===== config.mk =====
export PLATFORM = sky130hd
export DESIGN_NAME = char_lcd_init_write_sequencer
export DESIGN_NICKNAME = d
export VERILOG_FILES = /design/src/hw/rtl/lcdseq_pkg.sv /design/src/hw/rtl/char_lcd_init_write_sequencer.sv /design/src/hw/rtl/lcdseq_step.sv
export VERILOG_INCLUDE_DIRS = /design/src /design/src/hw/rtl
export SDC_FILE = /design/constraint.sdc
export NUM_CORES = 1
export LEC_CHECK = 0
export BUFFER_PORTS_ARGS = -buffer_cell sky130_fd_sc_hd__buf_2
export CAP_MARGIN = 10
export CORE_MARGIN = 4
export CORE_UTILIZATION = 40
export CTS_BUF_LIST = sky130_fd_sc_hd__clkbuf_8 sky130_fd_sc_hd__clkbuf_16
export CTS_CLUSTER_SIZE = 16
export DETAILED_ROUTE_END_ITERATION = 12
export PLACE_DENSITY_LB_ADDON = 0.08
export SLEW_MARGIN = 20
export SYNTH_ARGS = -nofsm -noshare
export SYNTH_HDL_FRONTEND = slang
export SYNTH_SLANG_ARGS = --single-unit
export TNS_END_PERCENT = 1

===== constraint.sdc =====
create_clock -name clk -period 4.82 [get_ports clk]
set_input_delay 0 -clock clk [delete_from_list [all_inputs] [get_ports clk]]
set_output_delay 0 -clock clk [all_outputs]
set_load 0.01 [all_outputs]

===== src/hw/rtl/char_lcd_init_write_sequencer_defines.svh =====
// Assertion macros used by the LCD sequencer top level.
`ifndef CHAR_LCD_INIT_WRITE_SEQUENCER_DEFINES_SVH
`define CHAR_LCD_INIT_WRITE_SEQUENCER_DEFINES_SVH

`ifndef SYNTH

// Check that a holds implies b holds in the same cycle.
`define LCDSEQ_ASSERT_SAME(label, clk, rst_n, a, b) \
    label: assert property (@(posedge clk) disable iff (!rst_n) (a) |-> (b)) \
        else $error("lcdseq same-cycle check failed");

// Check that a holds implies b holds in the next cycle.
`define LCDSEQ_ASSERT_NEXT(label, clk, rst_n, a, b) \
    label: assert property (@(posedge clk) disable iff (!rst_n) (a) |=> (b)) \
        else $error("lcdseq next-cycle check failed");

`else

`define LCDSEQ_ASSERT_SAME(label, clk, rst_n, a, b)
`define LCDSEQ_ASSERT_NEXT(label, clk, rst_n, a, b)

`endif

`endif


===== src/hw/rtl/lcdseq_pkg.sv =====
// Types, constants and helpers of the character LCD sequencer.
package lcdseq_pkg;

    localparam int TIMER_BITS_DEFAULT = 16;
    localparam int CFG_W              = 16;
    localparam int CFG_COUNT          = 8;
    localparam int CFG_IDX_W          = 3;

    // Request command codes
    localparam logic [1:0] CMD_TICK  = 2'd0;
    localparam logic [1:0] CMD_INIT  = 2'd1;
    localparam logic [1:0] CMD_WRITE = 2'd2;

    // Configuration register indexes
    localparam logic [CFG_IDX_W-1:0] CFG_ENABLE_HIGH  = 3'd0;
    localparam logic [CFG_IDX_W-1:0] CFG_ENABLE_LOW   = 3'd1;
    localparam logic [CFG_IDX_W-1:0] CFG_CHAR_WAIT    = 3'd2;
    localparam logic [CFG_IDX_W-1:0] CFG_COMMAND_WAIT = 3'd3;
    localparam logic [CFG_IDX_W-1:0] CFG_CLEAR_WAIT   = 3'd4;
    localparam logic [CFG_IDX_W-1:0] CFG_POWER_UP     = 3'd5;
    localparam logic [CFG_IDX_W-1:0] CFG_FIRST_RESET  = 3'd6;
    localparam logic [CFG_IDX_W-1:0] CFG_LATER_RESET  = 3'd7;

    typedef logic [CFG_W-1:0] cfg_word_t;
    typedef cfg_word_t [CFG_COUNT-1:0] cfg_regs_t;

    localparam cfg_regs_t CFG_RESET = {
        16'd1000, 16'd5000, 16'd15000, 16'd2000,
        16'd37,   16'd41,   16'd20,    16'd20
    };

    typedef enum logic [3:0] {
        STEP_IDLE   = 4'd0,
        STEP_POWER  = 4'd1,
        STEP_RESET1 = 4'd2,
        STEP_RESET2 = 4'd3,
        STEP_RESET3 = 4'd4,
        STEP_FUNC   = 4'd5,
        STEP_DISP   = 4'd6,
        STEP_ENTRY  = 4'd7,
        STEP_CLEAR  = 4'd8,
        STEP_CHAR   = 4'd9
    } step_t;

    typedef enum logic [1:0] {
        PH_NONE = 2'd0,
        PH_HIGH = 2'd1,
        PH_LOW  = 2'd2,
        PH_WAIT = 2'd3
    } phase_t;

    typedef struct packed {
        logic [1:0] command;
        logic [7:0] char_code;
    } item_t;

    typedef struct packed {
        logic       rs_line;
        logic       enable_line;
        logic [7:0] data_bus;
        logic       busy_res;
        logic       initialized;
        logic       accepted;
    } result_t;

    // Sequencer control state apart from the wait counter
    typedef struct packed {
        step_t      step;
        phase_t     phase;
        logic       rs;
        logic       en;
        logic [7:0] bus;
        logic       init_done;
    } ctl_t;

    // Bus byte written by each init step
    function automatic logic [7:0] step_byte(input step_t s);
        logic [7:0] b;
        unique case (s)
            STEP_RESET1, STEP_RESET2, STEP_RESET3: b = 8'h30;
            STEP_FUNC:                             b = 8'h38;
            STEP_DISP:                             b = 8'h0E;
            STEP_ENTRY:                            b = 8'h06;
            STEP_CLEAR:                            b = 8'h01;
            default:                               b = 8'h00;
        endcase
        return b;
    endfunction

endpackage


===== src/hw/rtl/char_lcd_init_write_sequencer.sv =====
// Top level of the 8-bit character LCD init and write sequencer.
//
//  Channel   Direction  Handshake                  Content
//  item      in         item_valid/item_stall      command, char_code
//  result    out        result_valid/result_stall  rs_line, enable_line, data_bus,
//                                                  busy_res, initialized, accepted
//  cfg       in         cfg_we (write only)        cfg_index, cfg_wdata
//
// One request per clock while item_stall is low: the step logic updates the
// sequencer and its result loads the result register at the accepting edge.
// A one-entry skid behind the result register takes one more request while
// result_stall is high; item_stall rises only once it fills.
// rst_n clears the sequencer to idle with pins low and reloads power-on timing.
module char_lcd_init_write_sequencer #(
    parameter int TIMER_BITS = lcdseq_pkg::TIMER_BITS_DEFAULT
) (
    input  logic                                clk,
    input  logic                                rst_n,
    input  logic                                item_valid,
    output logic                                item_stall,
    input  lcdseq_pkg::item_t                   item,
    output logic                                result_valid,
    input  logic                                result_stall,
    output lcdseq_pkg::result_t                 result,
    input  logic                                cfg_we,
    input  logic [lcdseq_pkg::CFG_IDX_W-1:0]    cfg_index,
    input  lcdseq_pkg::cfg_word_t               cfg_wdata
);

`include "char_lcd_init_write_sequencer_defines.svh"

    // Timing registers
    lcdseq_pkg::cfg_regs_t cfg_reg;

    // Sequencer state
    lcdseq_pkg::ctl_t      ctl_reg;
    lcdseq_pkg::ctl_t      ctl_next;
    logic [TIMER_BITS-1:0] wait_reg;
    logic [TIMER_BITS-1:0] wait_next;

    // Result register and skid entry
    lcdseq_pkg::result_t   step_result;
    lcdseq_pkg::result_t   out_reg;
    lcdseq_pkg::result_t   out_next;
    lcdseq_pkg::result_t   skid_reg;
    lcdseq_pkg::result_t   skid_next;
    logic                  out_valid_reg;
    logic                  out_valid_next;
    logic                  skid_valid_reg;
    logic                  skid_valid_next;

    logic                  item_take;
    logic                  result_take;

    assign item_stall   = skid_valid_reg;
    assign item_take    = item_valid && !skid_valid_reg;
    assign result_take  = out_valid_reg && !result_stall;
    assign result_valid = out_valid_reg;
    assign result       = out_reg;

    // Configuration writes land directly; the user must keep the block idle when they come, as it does not check
    always_ff @(posedge clk or negedge rst_n)
    begin
        if (!rst_n)
            cfg_reg <= lcdseq_pkg::CFG_RESET;
        else if (cfg_we)
            cfg_reg[cfg_index] <= cfg_wdata;
    end

    lcdseq_step #(
        .TIMER_BITS (TIMER_BITS)
    ) u_step (
        .item      (item),
        .cfg       (cfg_reg),
        .ctl       (ctl_reg),
        .wait_cnt  (wait_reg),
        .ctl_next  (ctl_next),
        .wait_next (wait_next),
        .result    (step_result)
    );

    // Advance the sequencer only on an accepted request
    always_ff @(posedge clk or negedge rst_n)
    begin
        if (!rst_n)
        begin
            ctl_reg.step      <= lcdseq_pkg::STEP_IDLE;
            ctl_reg.phase     <= lcdseq_pkg::PH_NONE;
            ctl_reg.rs        <= 1'b0;
            ctl_reg.en        <= 1'b0;
            ctl_reg.bus       <= 8'h00;
            ctl_reg.init_done <= 1'b0;
            wait_reg          <= '0;
        end
        else if (item_take)
        begin
            ctl_reg  <= ctl_next;
            wait_reg <= wait_next;
        end
    end

    // Result steering: drain the skid first, hold while stalled, park
    // a fresh result in the skid when the result register is held
    always_comb
    begin
        out_next        = out_reg;
        out_valid_next  = out_valid_reg;
        skid_next       = skid_reg;
        skid_valid_next = skid_valid_reg;

        if (!out_valid_reg || result_take)
        begin
            if (skid_valid_reg)
            begin
                out_next        = skid_reg;
                out_valid_next  = 1'b1;
                skid_valid_next = 1'b0;
            end
            else
            begin
                out_next       = step_result;
                out_valid_next = item_take;
            end
        end
        else if (item_take)
        begin
            skid_next       = step_result;
            skid_valid_next = 1'b1;
        end
    end

    always_ff @(posedge clk or negedge rst_n)
    begin
        if (!rst_n)
        begin
            out_valid_reg  <= 1'b0;
            skid_valid_reg <= 1'b0;
        end
        else
        begin
            out_valid_reg  <= out_valid_next;
            skid_valid_reg <= skid_valid_next;
        end
    end

    always_ff @(posedge clk)
    begin
        out_reg  <= out_next;
        skid_reg <= skid_next;
    end

    // Skid never holds a result ahead of an empty result register
    `LCDSEQ_ASSERT_SAME(a_skid_behind_out, clk, rst_n, skid_valid_reg, out_valid_reg)

    // A request taken while the result is held lands in the skid
    `LCDSEQ_ASSERT_NEXT(a_held_goes_to_skid, clk, rst_n,
        out_valid_reg && result_stall && item_take, skid_valid_reg)

    // Enable is high only during the high phase of a pulse
    `LCDSEQ_ASSERT_SAME(a_enable_in_high, clk, rst_n,
        ctl_reg.en, ctl_reg.phase == lcdseq_pkg::PH_HIGH)

    // Idle sequencer carries no pulse or wait phase
    `LCDSEQ_ASSERT_SAME(a_idle_no_phase, clk, rst_n,
        ctl_reg.step == lcdseq_pkg::STEP_IDLE, ctl_reg.phase == lcdseq_pkg::PH_NONE)

endmodule


===== src/hw/rtl/lcdseq_step.sv =====
// Next-state and result logic for one request of the LCD sequencer.
module lcdseq_step #(
    parameter int TIMER_BITS = lcdseq_pkg::TIMER_BITS_DEFAULT
) (
    input  lcdseq_pkg::item_t     item,
    input  lcdseq_pkg::cfg_regs_t cfg,
    input  lcdseq_pkg::ctl_t      ctl,
    input  logic [TIMER_BITS-1:0] wait_cnt,
    output lcdseq_pkg::ctl_t      ctl_next,
    output logic [TIMER_BITS-1:0] wait_next,
    output lcdseq_pkg::result_t   result
);

    localparam int WB = (TIMER_BITS > lcdseq_pkg::CFG_W) ? TIMER_BITS : lcdseq_pkg::CFG_W;

    // Saturate a register value to the timer range
    function automatic logic [TIMER_BITS-1:0] lim(input lcdseq_pkg::cfg_word_t v);
        logic [WB-1:0] e;
        logic [WB-1:0] m;
        e = WB'(v);
        m = WB'({TIMER_BITS{1'b1}});
        return (e > m) ? TIMER_BITS'(m) : TIMER_BITS'(e);
    endfunction

    function automatic logic [TIMER_BITS-1:0] at_least_one(input lcdseq_pkg::cfg_word_t v);
        logic [TIMER_BITS-1:0] l;
        l = lim(v);
        return (l == '0) ? TIMER_BITS'(1) : l;
    endfunction

    lcdseq_pkg::cfg_word_t post_wait_raw;
    logic [TIMER_BITS-1:0] post_wait;
    logic [TIMER_BITS-1:0] power_wait;
    logic [TIMER_BITS-1:0] high_time;
    logic [TIMER_BITS-1:0] low_time;
    logic                  idle;
    logic                  fin;
    logic                  acc;
    lcdseq_pkg::step_t     step_inc;

    // Post-write wait follows the step being finished
    always_comb
    begin
        unique case (ctl.step) inside
            lcdseq_pkg::STEP_RESET1:
                post_wait_raw = cfg[lcdseq_pkg::CFG_FIRST_RESET];
            lcdseq_pkg::STEP_RESET2, lcdseq_pkg::STEP_RESET3:
                post_wait_raw = cfg[lcdseq_pkg::CFG_LATER_RESET];
            lcdseq_pkg::STEP_FUNC, lcdseq_pkg::STEP_DISP, lcdseq_pkg::STEP_ENTRY:
                post_wait_raw = cfg[lcdseq_pkg::CFG_COMMAND_WAIT];
            lcdseq_pkg::STEP_CLEAR:
                post_wait_raw = cfg[lcdseq_pkg::CFG_CLEAR_WAIT];
            default:
                post_wait_raw = cfg[lcdseq_pkg::CFG_CHAR_WAIT];
        endcase
    end

    assign post_wait  = lim(post_wait_raw);
    assign power_wait = lim(cfg[lcdseq_pkg::CFG_POWER_UP]);
    assign high_time  = at_least_one(cfg[lcdseq_pkg::CFG_ENABLE_HIGH]);
    assign low_time   = at_least_one(cfg[lcdseq_pkg::CFG_ENABLE_LOW]);
    assign idle       = (ctl.step == lcdseq_pkg::STEP_IDLE);

    always_comb
    begin
        ctl_next  = ctl;
        wait_next = wait_cnt;
        fin       = 1'b0;
        acc       = 1'b0;
        step_inc  = lcdseq_pkg::STEP_IDLE;

        case (item.command)
            lcdseq_pkg::CMD_TICK:
            begin
                if (idle || ctl.phase == lcdseq_pkg::PH_NONE)
                begin
                    ctl_next.step  = lcdseq_pkg::STEP_IDLE;
                    ctl_next.phase = lcdseq_pkg::PH_NONE;
                    ctl_next.en    = 1'b0;
                    wait_next      = '0;
                end
                else if (wait_cnt > TIMER_BITS'(1))
                begin
                    wait_next = wait_cnt - TIMER_BITS'(1);
                end
                else if (ctl.phase == lcdseq_pkg::PH_HIGH)
                begin
                    ctl_next.en    = 1'b0;
                    ctl_next.phase = lcdseq_pkg::PH_LOW;
                    wait_next      = low_time;
                end
                else if (ctl.phase == lcdseq_pkg::PH_LOW)
                begin
                    if (post_wait == '0)
                    begin
                        fin = 1'b1;
                    end
                    else
                    begin
                        ctl_next.phase = lcdseq_pkg::PH_WAIT;
                        wait_next      = post_wait;
                    end
                end
                else
                begin
                    fin = 1'b1;
                end
            end
            lcdseq_pkg::CMD_INIT:
            begin
                if (idle)
                begin
                    acc                = 1'b1;
                    ctl_next.init_done = 1'b0;
                    ctl_next.rs        = 1'b0;
                    ctl_next.en        = 1'b0;
                    ctl_next.step      = lcdseq_pkg::STEP_POWER;
                    wait_next          = power_wait;
                    if (power_wait == '0)
                        fin = 1'b1;
                    else
                        ctl_next.phase = lcdseq_pkg::PH_WAIT;
                end
            end
            lcdseq_pkg::CMD_WRITE:
            begin
                if (idle && ctl.init_done)
                begin
                    acc            = 1'b1;
                    ctl_next.rs    = 1'b1;
                    ctl_next.step  = lcdseq_pkg::STEP_CHAR;
                    ctl_next.bus   = item.char_code;
                    ctl_next.en    = 1'b1;
                    ctl_next.phase = lcdseq_pkg::PH_HIGH;
                    wait_next      = high_time;
                end
            end
            default:
            begin
                acc = 1'b0;
            end
        endcase

        // Close the step: chain into the next init write, or drop to idle
        if (fin)
        begin
            step_inc = lcdseq_pkg::step_t'(4'(ctl_next.step) + 4'd1);
            if (ctl_next.step >= lcdseq_pkg::STEP_POWER && ctl_next.step <= lcdseq_pkg::STEP_ENTRY)
            begin
                ctl_next.step  = step_inc;
                ctl_next.bus   = lcdseq_pkg::step_byte(step_inc);
                ctl_next.en    = 1'b1;
                ctl_next.phase = lcdseq_pkg::PH_HIGH;
                wait_next      = high_time;
            end
            else
            begin
                if (ctl_next.step == lcdseq_pkg::STEP_CLEAR)
                    ctl_next.init_done = 1'b1;
                ctl_next.step  = lcdseq_pkg::STEP_IDLE;
                ctl_next.phase = lcdseq_pkg::PH_NONE;
                wait_next      = '0;
            end
        end
    end

    assign result.rs_line     = ctl_next.rs;
    assign result.enable_line = ctl_next.en;
    assign result.data_bus    = ctl_next.bus;
    assign result.busy_res    = (ctl_next.step != lcdseq_pkg::STEP_IDLE);
    assign result.initialized = ctl_next.init_done;
    assign result.accepted    = acc;

endmodule


==> qor.yml, run 1 <==
setup_path:
  ff2ff_path_depth: 8
  timing.reg2reg.setup_slack_ns: 0.85
  critPathCaptureType: "flip-flop"
  timing.critical_path.arrival_ns: 4.15
  cp_data_required_time_ns: 5.00
  regToRegStartpoint: "ctl_reg[15]$_DFFE_PN0P_"
  timing_worst_setup_path_type: "reg2reg"
  r2r_end: "result[8]$_DFFE_PN_"
  setup.worst_path.start_class: "flip-flop"
  worst-path-max-fanout: 17
final_layout:
  largest_register_ff_count: 128
  post-route-util_pct: 46.4
  layout_overhead_on_the_synthesized_area_pct: 14.0
  final_layout_size_suffix_gt1_share_pct: 31.2
  design.final.nets: 973
  number_of_non_filler_instances_in_the_completed_layout: 1266
  antenna-diode-count: 0
timing:
  drv_slew: 0
  finClkSkew_ns: 0.0130
  worst-slew-pin-transition_ns: 1.12
  fin_crit_ns: 3.97
  final-setup-viol-count: 0
  slew-limit-headroom_pct: 24.9
  post-route-period-util_pct: 82.5
  unrepaired_setup_endpoints_after_global_routing: "false"
  finalHoldViolCount: 0
  max_clock_freq_mhz: 252
  whs_ns: 0.0142
  fin_tns_setup_ns: 0
global_routing:
  grt_util_met1_pct: 30.3
  first_global_vias: 7304
  global_route_met3_usage_pct: 3.52
  met2_usage_pct: 31.0
  gr-total-overflow: 0
  first_pass_grt_wire_length_mm: 42.8
  global_route_usage_over_all_layers_pct: 20.4
  antenna_found_initial: 0
  maximum_number_of_pins_on_one_net_before_global_route_repair: 66
  global_route.peak_usage_layer: "met2"
clocking:
  max-clock-path-buffers: 2
  clkSinkCount: 189
  htree_num_levels: 4
  post_cts_buffers: 0
  clk_transition_reported_paths_ns: 0.07
  cts_tree: "built"
  cts.root.buffer_cell: "clkbuf_16"
  clock_latency_ns: 0.44
  number_of_cts_inserted_buffers: 17
  post_cts_resized: 0
min_path:
  min_from: "cfg_wdata[7]"
  min_path_cells: 2
  hp-class: "in2reg"
  min_to: "cfg_reg[119]$_DFFE_PN1P_"
floorplan:
  floorplan.rows: 57
  coreArea_um2: 24400
  chip_width_um: 166
  full_die_area_um2: 27400
  num_io_pins: 49
  die_height_um: 166
  initial_utilization_pct: 40.7
route:
  detail-route-antenna-nets: 0
  first_pass_iters: 5
  drcViolationCount: 0
  drt_iter0_drc: 554
  totalWireLength_mm: 27.2
  wl_per_cell_um: 21.5
  routed_via_density: 5.79
  routed-via-count: 7324
pwr:
  power_leakage_nw: 4.67
  powerDensity_nw_per_um2: 470
  ir_worst_vdd_mv: 0.212
yosys:
  netlist_instances: 880
  yosys_register_bits: 189
  yosysSeqAreaShare_pct: 49.4
  synthesis.nets: 924
  yosys-top-cells-area: "dfrtp_1 (33%), mux2_2 (16%), dfstp_2 (9.0%)"
  avgSynthCellArea_um2: 11.3
  number_of_distinct_library_cells_after_synthesis: 68
  synth_async_sr_flop_share_pct: 86.2
  synth.largest_area_cell: "dfrtp_1"
  synthFlopType: "dfrtp_1"
  synth_edf_count: 26
  synthDominantCellAreaShare_pct: 32.5
  ys.warnings.count: 0
  syn_area_um2: 9920
outcome:
  status: "finished clean"
placed_design:
  portBuffers: 48
  routabilityCongestion: 0.809
  dp_cells: 1213
  dpl.hpwl_mm: 19.1
run:
  cap_viol_max_count: 0
## metal layers
layer  vias up  share of wire (%)
met3        27                3.9
met5         -                  0
met2       177                 45
li1       3394                  -
met4         0                1.3
met1      3726                 49
## cells in the final DEF (no fill, tap or decap), types with 7 or more instances in the layout
cell type,Yosys,routed
a21oi_1,44,43
a22o_1,15,15
a2bb2oi_1,24,24
a32oi_1,8,8
buf_2,5,47
buf_4,2,19
clkbuf_16,0,17
dfrtp_1,129,129
dfstp_2,34,34
dlygate4sd3_1,0,20
edfxtp_1,26,26
ha_1,10,10
inv_1,29,29
mux2_2,140,140
mux2i_1,28,28
nand2_1,63,63
nor2_1,51,51
nor3_1,10,7
nor4_1,14,14
o211ai_1,17,17
o21ai_0,26,26
o22a_1,16,16
o32ai_1,16,16
xnor2_1,7,7
xor2_1,8,8
## report_power, final
part	internal [W]	total (W)	switching [W]
sequential	0.00200	0.00228	0.000278
combinational	0.000682	0.00158	0.000898
clock	0.000783	0.00146	0.000672
## what timing repair did
action	in CTS	in global routing
hold buffers	20	0
endpoints found under the setup margin	0	0
endpoints found under the hold margin	177	0
## layout make-up
cell class / instances / area [µm²]
Fill cell: 2255 / 13100
Sequential cell: 189 / 4900
Multi-Input combinational cell: 604 / 4700
Timing Repair Buffer: 88 / 601
Clock buffer: 17 / 425
Tap cell: 324 / 405
Clock inverter: 15 / 173
Inverter: 29 / 109
## how the worst max path moves through the flow
stage,from,endpoint,depth (start not counted)
2_1_floorplan,ctl_reg[15]$_DFFE_PN0P_,result[7]$_DFFE_PN_,12
3_3_place_gp,ctl_reg[13]$_DFFE_PN0P_,result[8]$_DFFE_PN_,9
3_5_place_dp,ctl_reg[15]$_DFFE_PN0P_,result[8]$_DFFE_PN_,8
4_1_cts,ctl_reg[15]$_DFFE_PN0P_,result[8]$_DFFE_PN_,8
5_1_grt,ctl_reg[15]$_DFFE_PN0P_,result[3]$_DFFE_PN_,8
6_report,ctl_reg[15]$_DFFE_PN0P_,result[8]$_DFFE_PN_,8
## per-stage QoR
stage | total power (W) | area (µm²) | worst slack, ns
finish | 0.00532 | 11300 | 0.845
global route | 0.00561 | 11300 | 0.623
CTS | 0.00535 | 11300 | 0.830
detailed placement | 0.00387 | 10500 | 0.840
global placement | 0.00384 | 10500 | 0.943
floorplan | 0.00333 | 9920 | 1.31
## cell families (layout without fill, tap and decap cells)
logic type / Yosys count / count (layout) / share of synthesized area, %
DFF: 189 / 189 / 49.4
and+or+nand+nor: 196 / 196 / 10.1
adders and majority gates: 10 / 10 / 1.26
buffers and inverters: 87 / 149 / 3.58
AOI/OAI and AO/OA: 215 / 215 / 15.6
muxes: 168 / 168 / 18.7
xor gates and xnor gates: 15 / 15 / 1.32
## worst max-delay path, cell delays in order, from the launching register on
cell and delay, ns:
dfrtp_1 0.47, or4b_1 0.91, a2bb2oi_1 0.25, o22a_1 0.21, nor4_2 0.44, nand4_2 0.25, a211oi_4 0.69, mux2i_1 0.38
o21ai_1 0.11
## synth_stat cells (all sizes together), types with 3 or more instances
library cell / count
mux2: 140
dfrtp: 129
nand2: 64
nor2: 51
a21oi: 45
clkbuf: 41
dfstp: 34
o21ai: 32
inv: 29
mux2i: 28
edfxtp: 26
a2bb2oi: 24
nor4: 18
buf: 17
o211ai: 17
o22a: 16
o32ai: 16
a22o: 15
ha: 10
nor3: 10
a32oi: 8
xor2: 8
xnor2: 7
nand3: 6
o31ai: 6
a211oi: 5
a22oi: 5
a31oi: 5
and2: 5
nand4b: 5
and3: 4
nand2b: 4
nand4: 4
nor2b: 4
o21bai: 4
or3: 4
nand3b: 3
nor3b: 3
or3b: 3
or4: 3
(Power assumes the default switching activity.)
==> run 2: changes to the inputs <==
ABC_AREA = 1   (was not set)
clock period = 4 ns   (was 4.82 ns; I/O delays follow)
==> run 2 against run 1 <==
  * Worst hold slack got worse by 0.0074 ns
  * Count of clock-buffer cells in the layout up 1
  * Synthesized cell count is 38% higher
  * Wire length grew 2.5%
  * Clock skew barely moved
  * Combinational power up 18%
  * Worst setup slack got worse by 0.41 ns
  * Largest cell class unchanged
==> qor.yml, run 2 <==
min_path:
  hp-class: "in2reg"
timing:
  max_clock_freq_mhz: 280  # +11%
  finalHoldViolCount: 0  # unchanged
  slew-limit-headroom_pct: 33.2  # +8.3 points
  unrepaired_setup_endpoints_after_global_routing: "false"
  fin_tns_setup_ns: 0  # unchanged
  drv_slew: 0  # unchanged
  finClkSkew_ns: 0.0135  # +0.000493 ns
  fin_crit_ns: 3.57  # -0.409 ns
  whs_ns: 0.00679  # -0.00740 ns
  worst-slew-pin-transition_ns: 0.999  # -0.120 ns
  final-setup-viol-count: 0  # unchanged
  post-route-period-util_pct: 89.1  # +6.7 points
setup_path:
  worst-path-max-fanout: 24  # +7
  timing_worst_setup_path_type: "reg2reg"
  critPathCaptureType: "flip-flop"
  setup.worst_path.start_class: "flip-flop"
  cp_data_required_time_ns: 4.21  # -0.79 ns
  timing.critical_path.arrival_ns: 3.78  # -0.37 ns
yosys:
  ys.warnings.count: 0  # unchanged
  synthesis.nets: 1257  # +36%
  yosys_register_bits: 189  # unchanged
  synth_async_sr_flop_share_pct: 86.2  # unchanged
  avgSynthCellArea_um2: 7.86  # -30%
  synthDominantCellAreaShare_pct: 33.8  # +1.3 points
  yosys-top-cells-count: "nand2_1 (382), o21ai_0 (179), dfrtp_1 (129), inv_1 (102), nor2_1 (91)"
  netlist_instances: 1213  # +38%
  yosys-top-cells-area: "dfrtp_1 (34%), nand2_1 (15%), o21ai_0 (9.4%)"
  synth.largest_area_cell: "dfrtp_1"
  yosysSeqAreaShare_pct: 51.4  # +2.0 points
  synth_edf_count: 26  # unchanged
  post-synth-top-count-cell: "nand2_1"
  number_of_distinct_library_cells_after_synthesis: 46  # -32%
  synthFlopType: "dfrtp_1"
  syn_area_um2: 9540  # -3.9%
global_routing:
  met2_usage_pct: 34.2  # +3.2 points
  gr-total-overflow: 0  # unchanged
  maximum_number_of_pins_on_one_net_before_global_route_repair: 89  # +35%
  antenna_found_initial: 0  # unchanged
  global_route.peak_usage_layer: "met2"
  first_pass_grt_wire_length_mm: 44.5  # +3.9%
  grt_util_met1_pct: 30.8  # +0.47 points
  global_route_usage_over_all_layers_pct: 21.7  # +1.3 points
  first_global_vias: 7636  # +4.5%
  global_route_met3_usage_pct: 4.38  # +0.85 points
floorplan:
  coreArea_um2: 23500  # -3.8%
  full_die_area_um2: 26400  # -3.7%
  num_io_pins: 49  # unchanged
  die_height_um: 162  # -1.9%
  initial_utilization_pct: 40.6  # -0.060 points
  floorplan.rows: 56  # -1.8%
  chip_width_um: 162  # -1.9%
final_layout:
  design.final.nets: 1304  # +34%
  layout_overhead_on_the_synthesized_area_pct: 14.0  # about the same
  layout_commonest_cell: "nand2_1"
  final_layout_size_suffix_gt1_share_pct: 12.2  # -19 points
  antenna-diode-count: 0  # unchanged
  largest_register_ff_count: 128  # unchanged
  layout.cells.most_common_list: "nand2_1 (381), o21ai_0 (179), dfrtp_1 (129), inv_1 (103), nor2_1 (91)"
clocking:
  clk_transition_reported_paths_ns: 0.08  # about the same
  clkSinkCount: 189  # unchanged
  number_of_cts_inserted_buffers: 17  # unchanged
  post_cts_buffers: 0  # unchanged
  cts.root.buffer_cell: "clkbuf_16"
  htree_num_levels: 4  # unchanged
  clock_latency_ns: 0.44  # about the same
  cts_tree: "built"
  max-clock-path-buffers: 2  # unchanged
route:
  drcViolationCount: 0  # unchanged
  totalWireLength_mm: 27.9  # +2.5%
  first_pass_iters: 5  # unchanged
  detail-route-antenna-nets: 0  # unchanged
  routed-via-count: 8162  # +11%
  routed_via_density: 5.13  # -11%
  wl_per_cell_um: 17.5  # -18%
  drt_iter0_drc: 709  # +28%
pwr:
  power_leakage_nw: 5.14  # +10%
  powerDensity_nw_per_um2: 573  # +22%
  ir_worst_vdd_mv: 0.300  # +42%
placed_design:
  routabilityCongestion: 0.862  # +6.6%
  portBuffers: 48  # unchanged
  dpl.hpwl_mm: 20.2  # +6.0%
outcome:
  status: "finished clean"
run:
  cap_viol_max_count: 0  # unchanged
[run 2: cell count changes after synthesis, sizes merged, moves of 16 or more]
cell / before / now
mux2i: 28 / 2
nor2: 51 / 99
mux2: 140 / 0
o21ai: 32 / 201
o22a: 16 / 0
nand2: 64 / 386
a2bb2oi: 24 / 0
inv: 29 / 105
o32ai: 16 / 0
nand3: 6 / 63
o211ai: 17 / 1
[run 2: cell type report]
cell class | count | area (µm²)
fillers | 2378 | 12600
well taps | 319 | 399
clock inverters | 14 | 153
inverters | 107 | 402
repair buffers | 81 | 549
clock buffers | 18 | 439
flip-flops and latches | 189 | 4900
multi-input cells | 864 | 4030
[run 2: cell families (layout without fill, tap and decap cells)]
| family | count (synthesis) | after routing | share of synthesized area [%] |
|---|---|---|---|
| flip-flops | 189 | 189 | 51.4 |
| buffers and inverters | 160 | 220 | 6.57 |
| XOR/XNOR | 7 | 7 | 0.643 |
| AO/OA/AOI/OAI | 271 | 271 | 15.2 |
| multiplexers | 2 | 2 | 0.210 |
| adder cells (fa/ha/maj) | 10 | 10 | 1.31 |
| AND/OR/NAND/NOR | 574 | 574 | 24.6 |
[run 2: critical path: stages (launching register included)]
cell and delay (ns):
dfrtp_1 0.46, nor2_4 0.45, nand2_1 0.44, nand2_1 0.20, a21boi_0 0.10, nand2_1 0.07, nand2_1 0.09, nand3_1 0.10
nor2_1 0.04, nand2_1 0.07, nand2_1 0.08, nand2_2 0.10, nand2_4 0.18, nand2_2 0.43, inv_2 0.16, nand2_1 0.13
o21ai_1 0.11, nand2_1 0.08, nand2_1 0.04
[run 2: timing repair]
action | 4_1_cts | 5_1_grt
resized for setup | 0 | 2
hold buffers | 17 | 0
hold endpoints to repair | 99 | 0
setup endpoints to repair | 0 | 42
[run 2: routing by layer]
metal | vias to the layer above | share of wire [%]
met1 | 3828 | 47
li1 | 4063 | -
met5 | - | 0
met3 | 39 | 5.5
met4 | 0 | 2.2
met2 | 232 | 46
[run 2: stage by stage]
stage / util (%) / instances / worst slack, ns / total power, W / instance area (µm²)
3_5_place_dp: 43.0 / 1543 / 0.116 / 0.00449 / 10100
2_1_floorplan: - / 1213 / 1.32 / 0.00381 / 9540
3_3_place_gp: 43.0 / 1543 / 0.212 / 0.00450 / 10100
6_report: 46.3 / 1592 / 0.434 / 0.00623 / 10900
4_1_cts: 46.3 / 1592 / 0.127 / 0.00625 / 10900
5_1_grt: 46.3 / 1592 / 0.0346 / 0.00663 / 10900
[run 2: path summary, 6_finish.rpt]
check	slack [ns]	end	cells after the start	startpoint
min	0.007	skid_reg[9]$_DFFE_PP_	3	item[6]
max in group asynchronous	2.71	cfg_reg[89]$_DFFE_PN1P_	3	rst_n
max reg2reg	0.43	result[8]$_DFFE_PN_	18	ctl_reg[15]$_DFFE_PN0P_
max	0.43	result[8]$_DFFE_PN_	18	ctl_reg[15]$_DFFE_PN0P_
min in group asynchronous	0.18	cfg_reg[62]$_DFFE_PN0P_	2	rst_n
min reg2reg	0.48	ctl_reg[4]$_DFFE_PN0P_	2	ctl_reg[4]$_DFFE_PN0P_
[run 2: power by group]
group	internal [W]	switching, W	leakage [nW]
clock network	0.000905	0.000824	0.294
logic	0.000593	0.00127	2.58
registers	0.00239	0.000247	2.26
